**src/hw/rtl/bmi_pkg.sv**
```systemverilog
// Shared types and constants for the binary modular inverse unit.
package bmi_pkg;

  localparam int LIMBS_DEF = 4;
  localparam int LIMB_W    = 64;
  localparam int VEC_W     = 3;

  // vectors held in the limb memory
  typedef enum logic [VEC_W-1:0] {
    VEC_A, VEC_M, VEC_U, VEC_V, VEC_X1, VEC_X2, VEC_T
  } vec_t;

  typedef enum logic [2:0] {
    OP_ADD, OP_SUB, OP_SHL, OP_SHR, OP_MOV, OP_CLR, OP_ONE
  } op_t;

  typedef enum logic [1:0] {
    ST_OK, ST_EVEN, ST_NOINV, ST_LONG
  } status_t;

  typedef struct packed {
    logic start;
    op_t  op;
    vec_t src_a;
    vec_t src_b;
    vec_t dst;
    logic wen;
    logic cin_carry;
  } op_cmd_t;

  typedef struct packed {
    logic done;
    logic carry;
    logic zero;
    logic one;
    logic lsb;
  } op_flags_t;

  typedef enum logic [5:0] {
    S_CLRA, S_CLRM, S_IDLE, S_LDM, S_CHECK,
    S_RCLR, S_R1, S_R2, S_R3, S_R4, S_RDEC,
    S_INITV, S_INITX1, S_INITX2,
    S_TU, S_TV, S_EU, S_SHU, S_EV, S_SHV,
    S_H0, S_HADD, S_HSHRC, S_HSHR0, S_HSUB, S_HMOV,
    S_CMP, S_CMPU, S_CMPV,
    S_SM0, S_SMADD, S_SMSUB, S_SMMOV,
    S_FIN, S_FCOPY, S_FSUB, S_FMOV,
    S_OUTRD, S_OUTLD, S_OUTHOLD
  } seq_state_t;

endpackage

```
**src/hw/rtl/bmi_mem.sv**
```systemverilog
// Limb memory: one write port, two registered read ports.
module bmi_mem
  import bmi_pkg::*;
#(
  parameter int AW = VEC_W + 2,
  parameter int DW = LIMB_W
) (
  input  logic          clk,
  input  logic          we,
  input  logic [AW-1:0] waddr,
  input  logic [DW-1:0] wdata,
  input  logic [AW-1:0] raddr_a,
  input  logic [AW-1:0] raddr_b,
  output logic [DW-1:0] rdata_a,
  output logic [DW-1:0] rdata_b
);

  logic [DW-1:0] mem [(1<<AW)];

  always_ff @(posedge clk) begin
    if (we) begin
      mem[waddr] <= wdata;
    end
    rdata_a <= mem[raddr_a];
    rdata_b <= mem[raddr_b];
  end

endmodule

```
**src/hw/rtl/bmi_alu.sv**
```systemverilog
// Limb-serial arithmetic engine working on vectors in the limb memory.
module bmi_alu
  import bmi_pkg::*;
#(
  parameter int LIMBS = LIMBS_DEF,
  parameter int LW    = (LIMBS > 1) ? $clog2(LIMBS) : 1,
  parameter int AW    = VEC_W + LW
) (
  input  logic              clk,
  input  logic              rst_n,
  input  op_cmd_t           cmd,
  output op_flags_t         flags,
  input  logic              ext_we,
  input  logic [AW-1:0]     ext_waddr,
  input  logic [LIMB_W-1:0] ext_wdata,
  input  logic [AW-1:0]     ext_raddr,
  output logic [LIMB_W-1:0] ext_rdata
);

  localparam int SW = $clog2(LIMBS + 1);
  localparam logic [SW-1:0] LAST_STEP = SW'(LIMBS);
  localparam logic [LW-1:0] TOP_IDX   = LW'(LIMBS - 1);

  op_cmd_t           cmd_r;
  logic              busy_r;
  logic [SW-1:0]     step_r;
  logic              pvalid_r;
  logic [LW-1:0]     pidx_r;
  logic              carry_r;
  logic              zero_r;
  logic              one_r;
  logic              lsb_r;
  logic              done_r;

  logic [LW-1:0]     ridx;
  logic              issue;
  logic [AW-1:0]     raddr_a;
  logic [AW-1:0]     raddr_b;
  logic              mem_we;
  logic [AW-1:0]     mem_waddr;
  logic [LIMB_W-1:0] mem_wdata;
  logic [LIMB_W-1:0] rd_a;
  logic [LIMB_W-1:0] rd_b;
  logic [LIMB_W-1:0] res;
  logic              cout;
  logic [LIMB_W:0]   sum;

  // right shifts walk from the top limb down
  assign ridx  = (cmd_r.op == OP_SHR) ? (TOP_IDX - step_r[LW-1:0]) : step_r[LW-1:0];
  assign issue = busy_r && (step_r < LAST_STEP);

  assign raddr_a   = busy_r ? {cmd_r.src_a, ridx} : ext_raddr;
  assign raddr_b   = {cmd_r.src_b, ridx};
  assign mem_we    = busy_r ? (pvalid_r && cmd_r.wen) : ext_we;
  assign mem_waddr = busy_r ? {cmd_r.dst, pidx_r} : ext_waddr;
  assign mem_wdata = busy_r ? res : ext_wdata;
  assign ext_rdata = rd_a;

  bmi_mem #(.AW(AW), .DW(LIMB_W)) u_mem (
    .clk     (clk),
    .we      (mem_we),
    .waddr   (mem_waddr),
    .wdata   (mem_wdata),
    .raddr_a (raddr_a),
    .raddr_b (raddr_b),
    .rdata_a (rd_a),
    .rdata_b (rd_b)
  );

  always_comb begin
    sum  = '0;
    res  = rd_a;
    cout = carry_r;
    case (cmd_r.op)
      OP_ADD: begin
        sum  = {1'b0, rd_a} + {1'b0, rd_b} + {{LIMB_W{1'b0}}, carry_r};
        res  = sum[LIMB_W-1:0];
        cout = sum[LIMB_W];
      end
      OP_SUB: begin
        // bit LIMB_W of the difference is the borrow
        sum  = {1'b0, rd_a} - {1'b0, rd_b} - {{LIMB_W{1'b0}}, carry_r};
        res  = sum[LIMB_W-1:0];
        cout = sum[LIMB_W];
      end
      OP_SHL: begin
        res  = {rd_a[LIMB_W-2:0], carry_r};
        cout = rd_a[LIMB_W-1];
      end
      OP_SHR: begin
        res  = {carry_r, rd_a[LIMB_W-1:1]};
        cout = rd_a[0];
      end
      OP_MOV: res = rd_a;
      OP_CLR: res = '0;
      OP_ONE: res = (pidx_r == '0) ? LIMB_W'(1) : '0;
      default: res = rd_a;
    endcase
  end

  always_ff @(posedge clk) begin
    if (!rst_n) begin
      busy_r   <= 1'b0;
      pvalid_r <= 1'b0;
      done_r   <= 1'b0;
      step_r   <= '0;
      carry_r  <= 1'b0;
    end else begin
      pvalid_r <= issue;
      pidx_r   <= ridx;
      done_r   <= busy_r && (step_r == LAST_STEP);
      if (busy_r) begin
        step_r <= step_r + 1'b1;
        if (step_r == LAST_STEP) begin
          busy_r <= 1'b0;
        end
      end else if (cmd.start) begin
        busy_r  <= 1'b1;
        step_r  <= '0;
        cmd_r   <= cmd;
        carry_r <= cmd.cin_carry ? carry_r : 1'b0;
        zero_r  <= 1'b1;
        one_r   <= 1'b1;
      end
      if (busy_r && pvalid_r) begin
        carry_r <= cout;
        zero_r  <= zero_r && (rd_a == '0);
        one_r   <= one_r && ((pidx_r == '0) ? (rd_a == LIMB_W'(1)) : (rd_a == '0));
        if (pidx_r == '0) begin
          lsb_r <= rd_a[0];
        end
      end
    end
  end

  assign flags = '{done: done_r, carry: carry_r, zero: zero_r, one: one_r, lsb: lsb_r};

endmodule

```
**src/hw/rtl/bmi_seq.sv**
```systemverilog
// Sequencer: limb loading, inversion microcode and result streaming.
module bmi_seq
  import bmi_pkg::*;
#(
  parameter int LIMBS = LIMBS_DEF,
  parameter int LW    = (LIMBS > 1) ? $clog2(LIMBS) : 1,
  parameter int AW    = VEC_W + LW
) (
  input  logic              clk,
  input  logic              rst_n,
  input  logic              in_valid,
  output logic              in_ready,
  input  logic [LIMB_W-1:0] in_operand_limb,
  input  logic [LIMB_W-1:0] in_modulus_limb,
  input  logic              in_final_limb,
  output logic              out_valid,
  input  logic              out_ready,
  output logic [LIMB_W-1:0] out_result_limb,
  output logic [1:0]        out_status,
  output logic              out_last_result,
  output op_cmd_t           cmd,
  input  op_flags_t         flags,
  output logic              ext_we,
  output logic [AW-1:0]     ext_waddr,
  output logic [LIMB_W-1:0] ext_wdata,
  output logic [AW-1:0]     ext_raddr,
  input  logic [LIMB_W-1:0] ext_rdata
);

  localparam int SW = $clog2(LIMBS + 1);
  localparam int BW = $clog2(LIMBS * LIMB_W + 1);
  localparam logic [SW-1:0] LIMBS_CNT = SW'(LIMBS);
  localparam logic [BW-1:0] BITS      = BW'(LIMBS * LIMB_W);
  localparam logic [LW-1:0] TOP_IDX   = LW'(LIMBS - 1);

  seq_state_t        state_r, state_nxt;
  logic              issued_r;
  logic [SW-1:0]     lc_r;
  logic              long_r;
  logic              mlsb_r;
  logic [LIMB_W-1:0] mod_hold_r;
  logic              final_r;
  status_t           status_r;
  logic [BW-1:0]     bitcnt_r;
  logic              out_bit_r;
  logic              u_one_r;
  logic              u_zero_r;
  logic              which_r;
  logic [LW-1:0]     k_r;
  logic              out_valid_r;
  logic [LIMB_W-1:0] out_limb_r;
  logic              out_last_r;

  logic              is_op;
  logic              done;
  logic              room;
  vec_t              xv;
  vec_t              yv;

  assign done = flags.done && issued_r;
  assign room = (lc_r < LIMBS_CNT);
  // which_r picks the coefficient: X1 for the u side, X2 for the v side
  assign xv   = which_r ? VEC_X2 : VEC_X1;
  assign yv   = which_r ? VEC_X1 : VEC_X2;

  // op issue and memory side port
  always_comb begin
    is_op     = 1'b1;
    cmd       = '0;
    cmd.op    = OP_MOV;
    cmd.wen   = 1'b1;
    in_ready  = 1'b0;
    ext_we    = 1'b0;
    ext_waddr = {VEC_A, lc_r[LW-1:0]};
    ext_wdata = in_operand_limb;
    ext_raddr = {VEC_X1, k_r};
    case (state_r)
      S_CLRA:   begin cmd.op = OP_CLR; cmd.dst = VEC_A; end
      S_CLRM:   begin cmd.op = OP_CLR; cmd.dst = VEC_M; end
      S_RCLR:   begin cmd.op = OP_CLR; cmd.dst = VEC_U; end
      S_R1:     begin cmd.op = OP_SHL; cmd.src_a = VEC_A; cmd.dst = VEC_A; end
      S_R2: begin
        cmd.op = OP_SHL; cmd.src_a = VEC_U; cmd.dst = VEC_U; cmd.cin_carry = 1'b1;
      end
      S_R3: begin
        cmd.op = OP_SUB; cmd.src_a = VEC_U; cmd.src_b = VEC_M; cmd.dst = VEC_T;
      end
      S_R4:     begin cmd.src_a = VEC_T; cmd.dst = VEC_U; end
      S_INITV:  begin cmd.src_a = VEC_M; cmd.dst = VEC_V; end
      S_INITX1: begin cmd.op = OP_ONE; cmd.dst = VEC_X1; end
      S_INITX2: begin cmd.op = OP_CLR; cmd.dst = VEC_X2; end
      S_TU, S_EU: begin cmd.src_a = VEC_U; cmd.wen = 1'b0; end
      S_TV, S_EV: begin cmd.src_a = VEC_V; cmd.wen = 1'b0; end
      S_SHU:    begin cmd.op = OP_SHR; cmd.src_a = VEC_U; cmd.dst = VEC_U; end
      S_SHV:    begin cmd.op = OP_SHR; cmd.src_a = VEC_V; cmd.dst = VEC_V; end
      S_H0:     begin cmd.src_a = xv; cmd.wen = 1'b0; end
      S_HADD, S_SMADD: begin
        cmd.op = OP_ADD; cmd.src_a = xv; cmd.src_b = VEC_M; cmd.dst = xv;
      end
      S_HSHRC: begin
        cmd.op = OP_SHR; cmd.src_a = xv; cmd.dst = xv; cmd.cin_carry = 1'b1;
      end
      S_HSHR0:  begin cmd.op = OP_SHR; cmd.src_a = xv; cmd.dst = xv; end
      S_HSUB, S_SMSUB: begin
        cmd.op = OP_SUB; cmd.src_a = xv; cmd.src_b = VEC_M; cmd.dst = VEC_T;
      end
      S_HMOV, S_SMMOV: begin cmd.src_a = VEC_T; cmd.dst = xv; end
      S_CMP: begin
        cmd.op = OP_SUB; cmd.src_a = VEC_U; cmd.src_b = VEC_V; cmd.dst = VEC_T;
      end
      S_CMPU:   begin cmd.src_a = VEC_T; cmd.dst = VEC_U; end
      S_CMPV: begin
        cmd.op = OP_SUB; cmd.src_a = VEC_V; cmd.src_b = VEC_U; cmd.dst = VEC_V;
      end
      S_SM0:    begin cmd.op = OP_SUB; cmd.src_a = xv; cmd.src_b = yv; cmd.dst = xv; end
      S_FCOPY:  begin cmd.src_a = VEC_X2; cmd.dst = VEC_X1; end
      S_FSUB: begin
        cmd.op = OP_SUB; cmd.src_a = VEC_X1; cmd.src_b = VEC_M; cmd.dst = VEC_T;
      end
      S_FMOV:   begin cmd.src_a = VEC_T; cmd.dst = VEC_X1; end
      S_IDLE: begin
        is_op    = 1'b0;
        in_ready = 1'b1;
        ext_we   = in_valid && room;
      end
      S_LDM: begin
        is_op     = 1'b0;
        ext_we    = room;
        ext_waddr = {VEC_M, lc_r[LW-1:0]};
        ext_wdata = mod_hold_r;
      end
      default: is_op = 1'b0;
    endcase
    cmd.start = is_op && !issued_r;
  end

  // next state
  always_comb begin
    state_nxt = state_r;
    case (state_r)
      S_CLRA:   if (done) state_nxt = S_CLRM;
      S_CLRM:   if (done) state_nxt = S_IDLE;
      S_IDLE:   if (in_valid) state_nxt = S_LDM;
      S_LDM:    state_nxt = final_r ? S_CHECK : S_IDLE;
      S_CHECK:  state_nxt = (long_r || !mlsb_r) ? S_OUTRD : S_RCLR;
      S_RCLR:   if (done) state_nxt = S_R1;
      S_R1:     if (done) state_nxt = S_R2;
      S_R2:     if (done) state_nxt = S_R3;
      S_R3:     if (done) state_nxt = (out_bit_r || !flags.carry) ? S_R4 : S_RDEC;
      S_R4:     if (done) state_nxt = S_RDEC;
      S_RDEC:   state_nxt = (bitcnt_r == BW'(1)) ? S_INITV : S_R1;
      S_INITV:  if (done) state_nxt = S_INITX1;
      S_INITX1: if (done) state_nxt = S_INITX2;
      S_INITX2: if (done) state_nxt = S_TU;
      S_TU:     if (done) state_nxt = S_TV;
      S_TV: begin
        if (done) begin
          if (u_one_r || flags.one) begin
            state_nxt = S_FIN;
          end else if (u_zero_r || flags.zero) begin
            state_nxt = S_OUTRD;
          end else begin
            state_nxt = S_EU;
          end
        end
      end
      S_EU:     if (done) state_nxt = flags.lsb ? S_EV : S_SHU;
      S_SHU:    if (done) state_nxt = S_H0;
      S_EV:     if (done) state_nxt = flags.lsb ? S_CMP : S_SHV;
      S_SHV:    if (done) state_nxt = S_H0;
      S_H0:     if (done) state_nxt = flags.lsb ? S_HADD : S_HSHR0;
      S_HADD:   if (done) state_nxt = S_HSHRC;
      S_HSHRC:  if (done) state_nxt = S_HSUB;
      S_HSHR0:  if (done) state_nxt = S_HSUB;
      S_HSUB: begin
        if (done) begin
          if (!flags.carry) begin
            state_nxt = S_HMOV;
          end else begin
            state_nxt = which_r ? S_EV : S_EU;
          end
        end
      end
      S_HMOV:   if (done) state_nxt = which_r ? S_EV : S_EU;
      S_CMP:    if (done) state_nxt = flags.carry ? S_CMPV : S_CMPU;
      S_CMPU:   if (done) state_nxt = S_SM0;
      S_CMPV:   if (done) state_nxt = S_SM0;
      S_SM0:    if (done) state_nxt = flags.carry ? S_SMADD : S_SMSUB;
      S_SMADD:  if (done) state_nxt = S_SMSUB;
      S_SMSUB:  if (done) state_nxt = flags.carry ? S_TU : S_SMMOV;
      S_SMMOV:  if (done) state_nxt = S_TU;
      S_FIN:    state_nxt = u_one_r ? S_FSUB : S_FCOPY;
      S_FCOPY:  if (done) state_nxt = S_FSUB;
      S_FSUB:   if (done) state_nxt = flags.carry ? S_OUTRD : S_FMOV;
      S_FMOV:   if (done) state_nxt = S_OUTRD;
      S_OUTRD:  state_nxt = S_OUTLD;
      S_OUTLD:  state_nxt = S_OUTHOLD;
      S_OUTHOLD: if (out_ready) state_nxt = out_last_r ? S_CLRA : S_OUTRD;
      default:  state_nxt = S_CLRA;
    endcase
  end

  always_ff @(posedge clk) begin
    if (!rst_n) begin
      state_r     <= S_CLRA;
      issued_r    <= 1'b0;
      lc_r        <= '0;
      long_r      <= 1'b0;
      mlsb_r      <= 1'b0;
      out_valid_r <= 1'b0;
    end else begin
      state_r <= state_nxt;
      if (state_nxt != state_r) begin
        issued_r <= 1'b0;
      end else if (cmd.start) begin
        issued_r <= 1'b1;
      end
      case (state_r)
        S_CLRM: begin
          if (done) begin
            lc_r   <= '0;
            long_r <= 1'b0;
          end
        end
        S_IDLE: begin
          if (in_valid) begin
            mod_hold_r <= in_modulus_limb;
            final_r    <= in_final_limb;
          end
        end
        S_LDM: begin
          if (room) begin
            lc_r <= lc_r + 1'b1;
            if (lc_r == '0) begin
              mlsb_r <= mod_hold_r[0];
            end
          end else begin
            long_r <= 1'b1;
          end
        end
        S_CHECK: begin
          bitcnt_r <= BITS;
          k_r      <= '0;
          if (long_r) begin
            status_r <= ST_LONG;
          end else if (!mlsb_r) begin
            status_r <= ST_EVEN;
          end else begin
            status_r <= ST_OK;
          end
        end
        S_R2:   if (done) out_bit_r <= flags.carry;
        S_RDEC: bitcnt_r <= bitcnt_r - 1'b1;
        S_TU: begin
          if (done) begin
            u_one_r  <= flags.one;
            u_zero_r <= flags.zero;
          end
        end
        S_TV: begin
          if (done && !(u_one_r || flags.one) && (u_zero_r || flags.zero)) begin
            status_r <= ST_NOINV;
          end
        end
        S_SHU: which_r <= 1'b0;
        S_SHV: which_r <= 1'b1;
        S_CMP: if (done) which_r <= flags.carry;
        S_OUTLD: begin
          out_valid_r <= 1'b1;
          out_limb_r  <= (status_r == ST_OK) ? ext_rdata : '0;
          out_last_r  <= (k_r == TOP_IDX);
        end
        S_OUTHOLD: begin
          if (out_ready) begin
            out_valid_r <= 1'b0;
            if (!out_last_r) begin
              k_r <= k_r + 1'b1;
            end
          end
        end
        default: ;
      endcase
    end
  end

  assign out_valid       = out_valid_r;
  assign out_result_limb = out_limb_r;
  assign out_status      = status_r;
  assign out_last_result = out_last_r;

endmodule

```
**src/hw/rtl/binary_modular_inverse_unit.sv**
```systemverilog
// Binary modular inverse unit, top level.
// Input channel (in_valid/in_ready): one beat per limb pair, operand and
// modulus, low limb first; in_final_limb marks the last beat and starts
// the inversion. Beats beyond LIMBS are dropped and give status 3.
// Output channel (out_valid/out_ready): LIMBS beats, low limb first, each
// with the job status; out_last_result flags the top limb. Non-zero
// status gives zero limbs.
// in_ready drops after each load beat while its modulus limb is
// written. All work runs on vectors in one limb memory through a
// limb-serial engine; the reduction runs 3 to 4 ops per operand bit
// (64*LIMBS bits), the Euclid loop 5 to 7 ops per halving step and 8 to
// 10 ops per subtraction step, so the job time is data dependent. One
// job is in flight at a time: in_ready is low from the final beat until
// the last result beat is taken and the stores are cleared again.
// out_valid drops between result beats.
// A stalled receiver simply holds the current result beat.
// After reset the operand and modulus stores are cleared by a pass
// during which in_ready stays low.
module binary_modular_inverse_unit
  import bmi_pkg::*;
#(
  parameter int LIMBS = LIMBS_DEF
) (
  input  logic              clk,
  input  logic              rst_n,
  input  logic              in_valid,
  output logic              in_ready,
  input  logic [LIMB_W-1:0] in_operand_limb,
  input  logic [LIMB_W-1:0] in_modulus_limb,
  input  logic              in_final_limb,
  output logic              out_valid,
  input  logic              out_ready,
  output logic [LIMB_W-1:0] out_result_limb,
  output logic [1:0]        out_status,
  output logic              out_last_result
);

  localparam int LW = (LIMBS > 1) ? $clog2(LIMBS) : 1;
  localparam int AW = VEC_W + LW;

  op_cmd_t           cmd;
  op_flags_t         flags;
  logic              ext_we;
  logic [AW-1:0]     ext_waddr;
  logic [LIMB_W-1:0] ext_wdata;
  logic [AW-1:0]     ext_raddr;
  logic [LIMB_W-1:0] ext_rdata;

  bmi_seq #(.LIMBS(LIMBS), .LW(LW), .AW(AW)) u_seq (
    .clk             (clk),
    .rst_n           (rst_n),
    .in_valid        (in_valid),
    .in_ready        (in_ready),
    .in_operand_limb (in_operand_limb),
    .in_modulus_limb (in_modulus_limb),
    .in_final_limb   (in_final_limb),
    .out_valid       (out_valid),
    .out_ready       (out_ready),
    .out_result_limb (out_result_limb),
    .out_status      (out_status),
    .out_last_result (out_last_result),
    .cmd             (cmd),
    .flags           (flags),
    .ext_we          (ext_we),
    .ext_waddr       (ext_waddr),
    .ext_wdata       (ext_wdata),
    .ext_raddr       (ext_raddr),
    .ext_rdata       (ext_rdata)
  );

  bmi_alu #(.LIMBS(LIMBS), .LW(LW), .AW(AW)) u_alu (
    .clk       (clk),
    .rst_n     (rst_n),
    .cmd       (cmd),
    .flags     (flags),
    .ext_we    (ext_we),
    .ext_waddr (ext_waddr),
    .ext_wdata (ext_wdata),
    .ext_raddr (ext_raddr),
    .ext_rdata (ext_rdata)
  );

endmodule
```
**config.mk**
```make
export PLATFORM = sky130hd
export DESIGN_NAME = binary_modular_inverse_unit
export DESIGN_NICKNAME = d
export VERILOG_FILES = /design/src/hw/rtl/bmi_pkg.sv /design/src/hw/rtl/bmi_mem.sv /design/src/hw/rtl/bmi_alu.sv /design/src/hw/rtl/bmi_seq.sv /design/src/hw/rtl/binary_modular_inverse_unit.sv
export SDC_FILE = /design/constraint.sdc
export NUM_CORES = 2
export LEC_CHECK = 0
export BUFFER_PORTS_ARGS = -buffer_cell sky130_fd_sc_hd__buf_2
export CORE_MARGIN = 10
export CORE_UTILIZATION = 45
export DETAILED_ROUTE_END_ITERATION = 10
export GPL_TIMING_DRIVEN = 0
export PLACE_DENSITY = 0.58
export SYNTH_ARGS = -nofsm -noshare
export SYNTH_HDL_FRONTEND = slang
export SYNTH_SLANG_ARGS = --single-unit
export TNS_END_PERCENT = 10
```
**constraint.sdc**
```tcl
create_clock -name clk -period 15.4 [get_ports clk]
set_input_delay 1.54 -clock clk [delete_from_list [all_inputs] [get_ports clk]]
set_output_delay 1.54 -clock clk [all_outputs]
set_load 0.02 [all_outputs]
```
==> load_flow_metrics.sql <==
INSERT INTO impl_metrics (metric_group, metric, value, unit) VALUES
('drt', 'postRouteAntennaNets', '0', ''),
('worst_setup_path', 'crit_required', '15.80', 'ns'),
('worst_setup_path', 'end_kind', 'flip-flop', ''),
('power_and_ir_drop', 'swShare', '36.4', '%'),
('drt', 'met3_length', '67.1', 'mm'),
('final_layout', 'final_layout_size_suffix_gt1_share', '27.2', '%'),
('clock_network', 'clk-insertion-delay-late', '0.97', 'ns'),
('timing', 'timing.fmax', '0.111', 'GHz'),
('run', 'cap_viol_max_count', '8', ''),
('power_and_ir_drop', 'combPwrFrac', '32.6', '%'),
('power_and_ir_drop', 'switchingPower', '7.68', 'mW'),
('synthesis', 'synth-warning-count', '0', ''),
('die', 'core_region_area', '260000', 'sq um'),
('hold_path', 'hold_depth', '1', ''),
('synthesis', 'yosys_most_used_dff', 'sky130_fd_sc_hd__edfxtp_1', ''),
('die', 'die_w', '532', 'um'),
('clock_network', 'cts_tree', 'built', ''),
('worst_setup_path', 'crit_path_max_fanout', '32', ''),
('synthesis', 'synth.top_cells.by_count', 'sky130_fd_sc_hd__edfxtp_1, sky130_fd_sc_hd__mux4_2, sky130_fd_sc_hd__nand2_1, sky130_fd_sc_hd__nand3_1, sky130_fd_sc_hd__nor2_1', ''),
('synthesis', 'synthDominantAreaCellType', 'sky130_fd_sc_hd__edfxtp_1', ''),
('global_routing', 'grt_antenna_before_repair', '38', ''),
('timing', 'tns', '0', 'ns'),
('global_routing', 'grt_first_pass_wirelength', '674', 'mm'),
('timing', 'rsz0062_at_grt', 'no', ''),
('final_layout', 'area.growth.synth_to_final', '15.5', '%'),
('drt', 'detail_route.wirelength', '497', 'mm'),
('timing', 'final_hold_viol_count', '0', ''),
('timing', 'layout_setup_ws', '6.39', 'ns'),
('die', 'top_level_ports', '202', ''),
('drt', 'dr.first_iter.drc_count', '13300', ''),
('worst_setup_path', 'worst-r2r-cell-count', '17', ''),
('synthesis', 'yosys-top-cells-area', 'sky130_fd_sc_hd__edfxtp_1, sky130_fd_sc_hd__mux4_2, sky130_fd_sc_hd__nand2_1, sky130_fd_sc_hd__dfxtp_1, sky130_fd_sc_hd__ha_1', ''),
('power_and_ir_drop', 'pwr_density_cell', '155', 'nW/um^2'),
('clock_network', 'cts_hold_buf', '0', ''),
('synthesis', 'yosysMostFrequentCell', 'sky130_fd_sc_hd__edfxtp_1', ''),
('placed_design', 'pre_cts_ws', '6.33', 'ns'),
('drt', 'count_of_unresolved_drc_violations_after_routing', '0', ''),
('synthesis', 'synth_cell_type_count', '102', ''),
('synthesis', 'number_of_synthesized_flops_with_an_enable_pin', '2213', ''),
('timing', 'slew_headroom', '-16.3', '%'),
('worst_setup_path', 'r2r_slack', '6.39', 'ns'),
('status', 'violations', 'capacitance limit, slew limit', ''),
('drt', 'wl_met1', '182', 'mm'),
('clock_network', 'cts.repair_timing.setup_buffer_count', '0', ''),
('timing', 'setup_viol', '0', ''),
('power_and_ir_drop', 'clock_power_share', '30.3', '%'),
('timing', 'drv_slew', '65', ''),
('clock_network', 'clock_tree.htree_level_count', '5', ''),
('clock_network', 'root_buffer_cell', 'sky130_fd_sc_hd__clkbuf_16', ''),
('status', 'run_status', 'finished with violations', ''),
('clock_network', 'clk_path_buf_depth', '4', ''),
('worst_setup_path', 'r2r_start', 'u_alu.carry_r', ''),
('worst_setup_path', 'worst-setup-path-type', 'flip-flop to flip-flop', ''),
('timing', 'fin_hold_ws', '0.483', 'ns'),
('final_layout', 'fin_nets', '8560', ''),
('clock_network', 'clock_sink_count', '2361', ''),
('hold_path', 'min_from', 'u_alu.step_r[2]', ''),
('worst_setup_path', 'cp-start-kind', 'flip-flop', ''),
('synthesis', 'synth_cells', '7573', ''),
('die', 'placementRows', '187', ''),
('synthesis', 'postSynthNetCount', '7906', ''),
('timing', 'fin_crit', '9.01', 'ns'),
('timing', 'finalCritPeriodShare', '58.5', '%'),
('synthesis', 'synth_sequential_area_ratio', '58.9', '%'),
('synthesis', 'yosys.area.top_type_share', '56.4', '%'),
('timing', 'finClkSkew', '0.0692', 'ns'),
('placed_design', 'place.detailed.hpwl', '359', 'mm'),
('drt', 'drt_pre_antenna_iters', '8', ''),
('synthesis', 'netlist_area', '118000', 'sq um'),
('global_routing', 'grt_max_degree', '58', ''),
('power_and_ir_drop', 'internal-power', '13.4', 'mW');
## routing by layer
layer | track usage, % | vias to the layer above
met5 | 0 | -
met4 | 15.7 | 28
met3 | 12.4 | 1171
met2 | 51.0 | 6687
met1 | 44.4 | 43300
li1 | - | 31800
## critical path, stage by stage (launching register included)
cell,delay (ns)
sky130_fd_sc_hd__dfxtp_1,0.80
sky130_fd_sc_hd__clkbuf_1,1.11
sky130_fd_sc_hd__inv_1,0.15
sky130_fd_sc_hd__fa_1,0.65
sky130_fd_sc_hd__inv_1,0.07
sky130_fd_sc_hd__ha_1,0.19
sky130_fd_sc_hd__or2_2,0.29
sky130_fd_sc_hd__fa_1,0.43
sky130_fd_sc_hd__nand2b_1,0.20
sky130_fd_sc_hd__a2111oi_2,0.66
sky130_fd_sc_hd__nor4_1,0.21
sky130_fd_sc_hd__o2111ai_1,0.75
sky130_fd_sc_hd__a311oi_1,0.47
sky130_fd_sc_hd__nor3_1,0.51
sky130_fd_sc_hd__nor3_1,0.13
sky130_fd_sc_hd__o41ai_2,0.97
sky130_fd_sc_hd__or4_1,0.24
sky130_fd_sc_hd__nand3_2,0.58
## through the flow
stage / util (%) / power, mW / instance area (sq um) / instances
finish: 52.3 / 21.1 / 136000 / 11900
global route: 52.3 / 21.7 / 136000 / 11900
CTS: 52.3 / 20.9 / 136000 / 11900
detailed placement: 49.0 / 14.6 / 127000 / 11400
global placement: 47.4 / 14.4 / 123000 / 11300
floorplan: - / 11.7 / 118000 / 7573
## layout make-up
type / count / area, sq um
Sequential cell: 2361 / 69400
Inverter: 235 / 882
Multi-Input combinational cell: 4446 / 46200
Clock buffer: 361 / 7640
Tap cell: 3496 / 4370
Fill cell: 21500 / 124000
Clock inverter: 108 / 943
Buffer: 531 / 2310
Timing Repair Buffer: 376 / 4360
Antenna cell: 15 / 37.5
## cells by family (layout without fill, tap and decap cells)
| logic type | after synthesis | in the layout | synth area share, % |
|---|---|---|---|
| flops | 2361 | 2361 | 58.9 |
| mux | 1245 | 1245 | 22.9 |
| compound gates | 1000 | 1000 | 5.38 |
| fa+ha+maj | 202 | 202 | 2.17 |
| buf+inv | 766 | 1611 | 2.68 |
| xor+xnor | 133 | 133 | 0.995 |
| simple gates | 1866 | 1866 | 7.02 |
| other cells | 0 | 15 | 0 |
## how the worst max path moves through the flow
stage / from / to / slack (ns) / cells after the start
floorplan: u_alu.carry_r / u_alu.u_mem.mem[0][56] / 9.42 / 18
global placement: u_alu.busy_r / u_alu.u_mem.mem[30][38] / 3.36 / 5
detailed placement: u_alu.carry_r / u_alu.u_mem.mem[27][60] / 6.33 / 17
CTS: u_alu.carry_r / u_alu.u_mem.mem[26][60] / 6.27 / 17
global route: u_alu.carry_r / u_alu.u_mem.mem[24][60] / 6.61 / 17
finish: u_alu.carry_r / u_alu.u_mem.mem[24][60] / 6.39 / 17
## cells in the final DEF (no fill, tap or decap), types with 22 or more instances in the layout
master	Yosys	routed
sky130_fd_sc_hd__clkinv_2	0	40
sky130_fd_sc_hd__clkbuf_1	309	338
sky130_fd_sc_hd__o211ai_1	27	27
sky130_fd_sc_hd__xnor2_1	104	103
sky130_fd_sc_hd__mux2i_1	29	28
sky130_fd_sc_hd__xor2_1	28	28
sky130_fd_sc_hd__buf_12	0	115
sky130_fd_sc_hd__clkinv_1	4	34
sky130_fd_sc_hd__nand4_1	40	40
sky130_fd_sc_hd__nor2_4	0	32
sky130_fd_sc_hd__dfxtp_1	148	148
sky130_fd_sc_hd__buf_2	100	303
sky130_fd_sc_hd__o21ai_1	74	72
sky130_fd_sc_hd__buf_4	41	45
sky130_fd_sc_hd__mux2_2	64	64
sky130_fd_sc_hd__edfxtp_1	2213	2213
sky130_fd_sc_hd__a31oi_1	44	30
sky130_fd_sc_hd__buf_8	0	37
sky130_fd_sc_hd__nor2b_1	27	27
sky130_fd_sc_hd__o21ai_0	223	208
sky130_fd_sc_hd__ha_1	196	196
sky130_fd_sc_hd__o22ai_1	46	40
sky130_fd_sc_hd__inv_1	230	230
sky130_fd_sc_hd__nand3_1	364	363
sky130_fd_sc_hd__nor3_1	107	107
sky130_fd_sc_hd__buf_1	81	80
sky130_fd_sc_hd__clkbuf_16	0	288
sky130_fd_sc_hd__o21bai_1	23	23
sky130_fd_sc_hd__and3_1	24	22
sky130_fd_sc_hd__nand2_1	849	849
sky130_fd_sc_hd__a22oi_1	22	22
sky130_fd_sc_hd__a21oi_1	268	257
sky130_fd_sc_hd__a21o_1	43	43
sky130_fd_sc_hd__clkbuf_2	0	28
sky130_fd_sc_hd__nor2_1	314	277
sky130_fd_sc_hd__mux4_2	1152	1152
sky130_fd_sc_hd__nor4_1	45	45
## flip-flops by register name (all words and copies together) (netlist names), 3 cells and up
signal                 flops
u_alu.u_mem.rdata_a       64
u_seq.lc_r                 3
u_alu.cmd_r               13
u_alu.step_r               3
u_alu.u_mem.mem         2048
u_seq.mod_hold_r          64
u_seq.bitcnt_r             9
u_seq.out_result_limb     64
u_alu.u_mem.rdata_b       64
u_seq.state_r              6
## power by group through the flow
| stage | combinational, mW | sequential [mW] | clock (mW) |
|---|---|---|---|
| final | 6.87 | 7.85 | 6.39 |
| after detailed placement | 6.63 | 7.95 | 0 |
| after CTS | 6.67 | 7.81 | 6.41 |
| after global placement | 6.43 | 8.01 | 0 |
| after floorplan | 3.94 | 7.73 | 0 |
| after global routing | 7.16 | 7.83 | 6.67 |
Power figures use the tool's default switching activity.
